## src/sv/mheq_pkg.sv

```systemverilog
// package: types, constants and command codes of the min-heap event queue
`default_nettype none
package mheq_pkg;
   localparam int CAPACITY   = 1024;
   localparam int GRID_SIZE  = 1024;
   localparam int ADDR_W     = $clog2(CAPACITY);
   localparam int COUNT_W    = $clog2(CAPACITY + 1);
   localparam int KEY_W      = 32;
   localparam int COORD_W    = $clog2(GRID_SIZE);
   localparam int ENTRY_W    = KEY_W + 2 * COORD_W;

   localparam logic CMD_PUSH = 1'b0;
   localparam logic CMD_POP  = 1'b1;

   localparam logic [1:0] STATUS_OK    = 2'd0;
   localparam logic [1:0] STATUS_EMPTY = 2'd1;
   localparam logic [1:0] STATUS_FULL  = 2'd2;

   typedef struct packed {
      logic [KEY_W-1:0]   key;
      logic [COORD_W-1:0] row;
      logic [COORD_W-1:0] col;
   } entry_type;

   typedef enum logic [3:0] {
      ST_IDLE,
      ST_PUSH_RD,
      ST_PUSH_CMP,
      ST_POP_RD,
      ST_POP_LAST,
      ST_DOWN_RDL,
      ST_DOWN_RDR,
      ST_DOWN_CMP,
      ST_DONE
   } state_type;

   // controller to datapath
   typedef struct packed {
      logic       load_req;
      logic       push_init;
      logic       push_rd_parent;
      logic       push_step;
      logic       push_end;
      logic       pop_init;
      logic       pop_rd_last;
      logic       pop_last;
      logic       rd_left;
      logic       rd_right;
      logic       down_step;
      logic       down_end;
      logic       set_full;
      logic       set_empty;
      logic       rsp_load;
   } cmd_type;

   // datapath to controller
   typedef struct packed {
      logic is_pop;
      logic full;
      logic empty;
      logic at_root;
      logic parent_le;
      logic count_one;
      logic left_ok;
      logic right_ok;
      logic down_swap;
   } stat_type;
endpackage
`default_nettype wire

```

## src/sv/mheq_ctrl.sv

```systemverilog
// controller state machine of the min-heap event queue
`default_nettype none
module mheq_ctrl import mheq_pkg::*; (
   input  wire logic     clock,
   input  wire logic     reset,
   input  wire logic     req_valid,
   output logic          req_ready,
   output logic          rsp_valid,
   input  wire logic     rsp_ready,
   input  wire stat_type stat,
   output cmd_type       cmd
);
   state_type state_ff, state_in;
   logic      rsp_valid_ff, rsp_valid_in;

   always_ff @(posedge clock) begin
      if (reset) begin
         state_ff     <= ST_IDLE;
         rsp_valid_ff <= 1'b0;
      end else begin
         state_ff     <= state_in;
         rsp_valid_ff <= rsp_valid_in;
      end
   end

   assign rsp_valid = rsp_valid_ff;

   always_comb begin
      state_in     = state_ff;
      cmd          = '0;
      req_ready    = 1'b0;
      rsp_valid_in = rsp_valid_ff && !rsp_ready;
      case (state_ff)
         ST_IDLE: begin
            req_ready = 1'b1;
            if (req_valid) begin
               cmd.load_req = 1'b1;
               state_in     = ST_PUSH_RD;
            end
         end
         ST_PUSH_RD: begin
            if (!stat.is_pop) begin
               if (stat.full) begin
                  cmd.set_full = 1'b1;
                  state_in     = ST_DONE;
               end else begin
                  cmd.push_init = 1'b1;
                  state_in      = ST_PUSH_CMP;
               end
            end else if (stat.empty) begin
               cmd.set_empty = 1'b1;
               state_in      = ST_DONE;
            end else begin
               cmd.pop_init = 1'b1;
               state_in     = ST_POP_RD;
            end
         end
         ST_PUSH_CMP: begin
            if (stat.at_root) begin
               cmd.push_end = 1'b1;
               state_in     = ST_DONE;
            end else begin
               cmd.push_rd_parent = 1'b1;
               state_in           = ST_POP_LAST;
            end
         end
         ST_POP_LAST: begin
            if (!stat.is_pop) begin
               if (stat.parent_le) begin
                  cmd.push_end = 1'b1;
                  state_in     = ST_DONE;
               end else begin
                  cmd.push_step = 1'b1;
                  state_in      = ST_PUSH_CMP;
               end
            end else begin
               cmd.pop_last = 1'b1;
               state_in     = stat.count_one ? ST_DONE : ST_DOWN_RDL;
            end
         end
         ST_POP_RD: begin
            cmd.pop_rd_last = 1'b1;
            state_in        = ST_POP_LAST;
         end
         ST_DOWN_RDL: begin
            if (!stat.left_ok) begin
               cmd.down_end = 1'b1;
               state_in     = ST_DONE;
            end else begin
               cmd.rd_left = 1'b1;
               state_in    = ST_DOWN_RDR;
            end
         end
         ST_DOWN_RDR: begin
            cmd.rd_right = 1'b1;
            state_in     = ST_DOWN_CMP;
         end
         ST_DOWN_CMP: begin
            if (stat.down_swap) begin
               cmd.down_step = 1'b1;
               state_in      = ST_DOWN_RDL;
            end else begin
               cmd.down_end = 1'b1;
               state_in     = ST_DONE;
            end
         end
         ST_DONE: begin
            if (!rsp_valid_ff || rsp_ready) begin
               cmd.rsp_load = 1'b1;
               rsp_valid_in = 1'b1;
               state_in     = ST_IDLE;
            end
         end
         default: state_in = ST_IDLE;
      endcase
   end
endmodule
`default_nettype wire

```

## config.mk

```make
export PLATFORM = sky130hd
export DESIGN_NAME = mheq_ctrl
export DESIGN_NICKNAME = d
export VERILOG_FILES = /design/src/sv/mheq_pkg.sv /design/src/sv/mheq_ctrl.sv
export SDC_FILE = /design/constraint.sdc
export NUM_CORES = 1
export LEC_CHECK = 0
export ABC_CLOCK_PERIOD_IN_PS = 1500
export BUFFER_PORTS_ARGS = -buffer_cell sky130_fd_sc_hd__buf_2
export CAP_MARGIN = 20
export CORE_AREA = 5 5 43 45
export CTS_CLUSTER_SIZE = 20
export DETAILED_ROUTE_END_ITERATION = 10
export DIE_AREA = 0 0 48 50
export GPL_ROUTABILITY_DRIVEN = 0
export PLACE_DENSITY_LB_ADDON = 0.2
export SLEW_MARGIN = 20
export SYNTH_ARGS = -nofsm -noshare
export SYNTH_HDL_FRONTEND = slang
export SYNTH_SLANG_ARGS = --single-unit
export TNS_END_PERCENT = 1
```

## constraint.sdc

```tcl
create_clock -name clock -period 1.5 [get_ports clock]
set_clock_uncertainty 0.1 [all_clocks]
set_input_delay 0.375 -clock clock [delete_from_list [all_inputs] [get_ports clock]]
set_output_delay 0.375 -clock clock [all_outputs]
set_load 0.005 [all_outputs]
```

* Yosys cells after proc, flatten, opt, wreduce, memory -nomap -nowiden
Index checks and enable logic that the tools add are counted.
** Cells by class
- Reductions and logical operators :: 6
- Mux-type cells :: 49
- Equal/unequal tests :: 10
** Operator list (number)
- $mux W4 :: 11
- $pmux W4 S9 :: 1
- $mux W1 :: 33
- $eq A4 B3 Y1 const B :: 4
- $eq A4 B2 Y1 const B :: 2
- $eq A4 B1 Y1 const B :: 1
- $eq A4 B4 Y1 const B :: 1
- $logic_not A4 Y1 :: 1
- $mux W2 :: 2
- $ne A2 B2 Y1 const B :: 2
- $pmux W1 S2 :: 2
- $logic_not A1 Y1 :: 2
- $reduce_and A2 Y1 :: 1
- $logic_and A1 B1 Y1 :: 1
- $logic_or A1 B1 Y1 :: 1
** Word-level totals
- Logic and storage cells :: 67
- Output and inout bits :: 17
- Register bits :: 5

* Longest topological paths before layout
- Depth after elaboration :: 4
- Mapped depth :: 5
- Gate-level depth less buffers :: 4

* Worst setup path before layout
Ideal clock, no wire load.
- Kind :: reg2out
- Start :: register state_ff[0]
- End :: output port cmd[10] in the netlist's numbering
- Arrival :: 1.083 ns
- Data required time :: 1.025 ns
- Cell stages (with the launch flop) :: 4
- Path slack :: -0.058 ns
- Cells stage by stage :: dfxtp_1 -> or4b_4 -> nor2_2 -> o2bb2ai_2
** RTL lines
- start, declared :: RTL line mheq_ctrl.sv:13 : state_type state_ff, state_in;
- start signal, assigned :: RTL line mheq_ctrl.sv:21 : state_ff <= state_in;
- end, declared :: RTL line mheq_ctrl.sv:11 : output cmd_type cmd

==> run_results.csv <==
group,metric,value,unit
cts,cts_tree,"built",
floorplanning,fp.coreArea,1440,sq um
sta,setup_viol,18,
cells_and_area,nets,124,
drt,routedWlPerCell,12.2,um
power_and_ir_drop,leakage,0.433,nW
synthesis,synth_cells,65,
cts,cts_root_buf,"clkbuf_4",
cells_and_area,fillers,139,
sta,worst-slew-pin-transition,211,ps
setup_path,crit_arrival,1440,ps
synthesis,yosysWarningCount,0,
place,port-buffer-count,28,
cts,cts.sinks,5,
cells_and_area,layoutNonFillerInstCount,126,
synthesis,avgSynthCellArea,7.72,sq um
grt,gr-total-overflow,0,
grt,grt_max_degree,14,
min_path,hold_path_class,"in -> reg",
floorplanning,initial_utilization,0.349,
min_path,min-delay-start,"reset",
setup_path,r2r_start,"state_ff[1]",
status,violations,"setup timing",
synthesis,ys_seq_elements,5,
grt,grt_first_pass_wirelength,2.41,mm
drt,routed_wl,1.53,mm
setup_path,ff2ff_path_depth,6,
floorplanning,ioPinCount,30,
sta,final.period_utilization,1.28,
place,hpwl,1.18,mm
place,place_ws,-189,ps
sta,report.final.slew_viol_count,0,
synthesis,synthDistinctLibCells,35,
setup_path,cp_max_fo,3,
cts,insertion_delay,240,ps
setup_path,crit_path_end_kind,"primary output",
place,dp_cells,122,
sta,min_period,1920,ps
grt,grt_usage,0.135,
setup_path,reg2reg_to,"state_ff[3]",
setup_path,crit_required,1020,ps
setup_path,cp-start-kind,"flip-flop",
floorplanning,core.rowCount,14,
floorplanning,die_w,48,um
drt,viasPerCell,4.85,
cts,cts_max_level,1,
drt,drc,0,
synthesis,yosysSeqAreaShare,0.200,
sta,slew_headroom,0.855,
job,maxCapViolations,0,
grt,first_global_vias,568,
cells_and_area,syn_to_final_growth,69.6,%
cts,clk_pin_slew_worst_paths,40,ps
cts,cts_buffers,3,
power_and_ir_drop,vdd_drop_max,0.000487,V
sta,timing.final.ws_setup,-419,ps
cells_and_area,fin_util,0.592,
floorplanning,dieArea,2400,sq um
drt,antenna_left,0,
cells_and_area,n_antenna_cell,0,
min_path,whs_path_depth,2,
cells_and_area,drive_gt1_frac,0.645,
cts,cts_setup_buffers,0,
power_and_ir_drop,p_per_area,664,nW/um^2
status,status,"finished, violations left",
synthesis,syn_area,502,sq um
sta,rsz0062_at_grt,"true",
cts,clock_path_buffers,2,
synthesis,synth_nets,78,
sta,fmax,521,MHz
drt,num_vias,611,
setup_path,r2r_slack,-90,ps
setup_path,worstSetupPathType,"reg -> out",
drt,drt_iter0_markers,6,
sta,final-hold-violation-count,0,
drt,drt-pass1-iter-count,4,
grt,antenna_found_initial,0,
floorplanning,die_y,50,um
min_path,min_to,"rsp_valid",
per-stage QoR:
step / power [mW] / hold slack (ps) / area, sq um / setup TNS (ps)
after floorplan: 0.275 / 344 / 502 / -115
after global placement: 0.376 / 405 / 754 / -1190
after detailed placement: 0.379 / 411 / 754 / -1190
after CTS: 0.556 / 211 / 817 / -4440
after global routing: 0.609 / 218 / 851 / -5600
final: 0.565 / 218 / 851 / -4110
flip-flops by register name (all words and copies together), names as in the netlist:
signal	cells
state_ff	4
rsp_valid	1
cell families after synthesis:
logic type,after synthesis,share of synthesized area
AND/OR/NAND/NOR,37,0.464
AO/OA/AOI/OAI,13,0.197
buffers and inverters,8,0.0997
flip-flops,5,0.200
multiplexers,2,0.0399
worst max-delay path: stages (launching register included):
cell       delay [ps]
dfxtp_2           320
or4b_4            560
nor2_4            100
o2bb2ai_2         110
buf_2             130
worst max-delay path by stage:
stage | to | start | cells after the start
after global routing | cmd[10] | state_ff[1] | 4
final | cmd[10] | state_ff[1] | 4
after CTS | cmd[10] | state_ff[1] | 4
after floorplan | cmd[10] | state_ff[0] | 3
after detailed placement | cmd[10] | state_ff[0] | 4
after global placement | cmd[14] | state_ff[0] | 5
report_power, final:
group	total, mW	switching [mW]	internal (mW)
logic	0.253	0.117	0.136
clock network	0.154	0.0536	0.100
registers	0.157	0.0104	0.147
total	0.565	0.181	0.383
cell type report:
class	instances	area (sq um)	share of cell area
multi-input combinational	52	413	0.485
inverter	4	15.0	0.0176
timing repair buffer	45	272	0.319
clock buffer	4	26.3	0.0309
tap	16	20.0	0.0235
sequential	5	105	0.124
synth_stat cells:
library cell	number	share of area
a21boi_1	1	0.015
a21o_1	1	0.015
a21oi_1	4	0.040
a221oi_1	1	0.017
a22oi_1	1	0.015
and2_1	1	0.012
and2_2	1	0.015
and3_1	2	0.025
and3_2	1	0.015
buf_2	1	0.010
buf_4	1	0.015
buf_6	2	0.045
dfxtp_1	5	0.20
inv_1	4	0.030
mux2i_1	2	0.040
nand2_1	5	0.037
nand2b_1	2	0.025
nand3_1	1	0.010
nand3b_1	2	0.030
nor2_1	6	0.045
nor2_2	1	0.012
nor2b_1	4	0.050
nor3_1	3	0.030
nor3_2	1	0.020
nor3b_1	2	0.030
nor4_1	1	0.012
nor4b_2	1	0.030
o21ai_1	1	0.010
o21ba_1	1	0.020
o22ai_1	1	0.012
o2bb2ai_2	1	0.030
o41a_1	1	0.022
or3b_2	1	0.017
or4b_1	1	0.020
or4b_4	1	0.027
routing by layer:
metal,vias to the layer above,part of all wire,global-route usage
met1,271,0.45,0.185
met2,17,0.49,0.200
li1,323,-,-
met3,0,0.058,0.0255
met4,0,0,0.0538
met5,-,0,0
cell usage in the layout (no fill, tap or decap), types with 2 or more instances in the layout:
master	Yosys	routed
buf_4	1	16
nor2_2	1	2
nand2_1	5	5
nor2b_1	4	2
dfxtp_2	0	4
inv_1	4	4
nor2b_2	0	2
clkbuf_4	0	3
a21oi_1	4	4
nor3_2	1	4
mux2i_1	2	2
and3_1	2	2
buf_2	1	28
nor2_1	6	4
nand3b_1	2	2
timing repair:
item / CTS / global route
setup endpoints to repair: 19 / 19
gates cloned: 0 / 0
hold buffers: 0 / 0
resized for setup: 10 / 8
pin swaps: 3 / 1
Power figures use the tool's default switching activity.
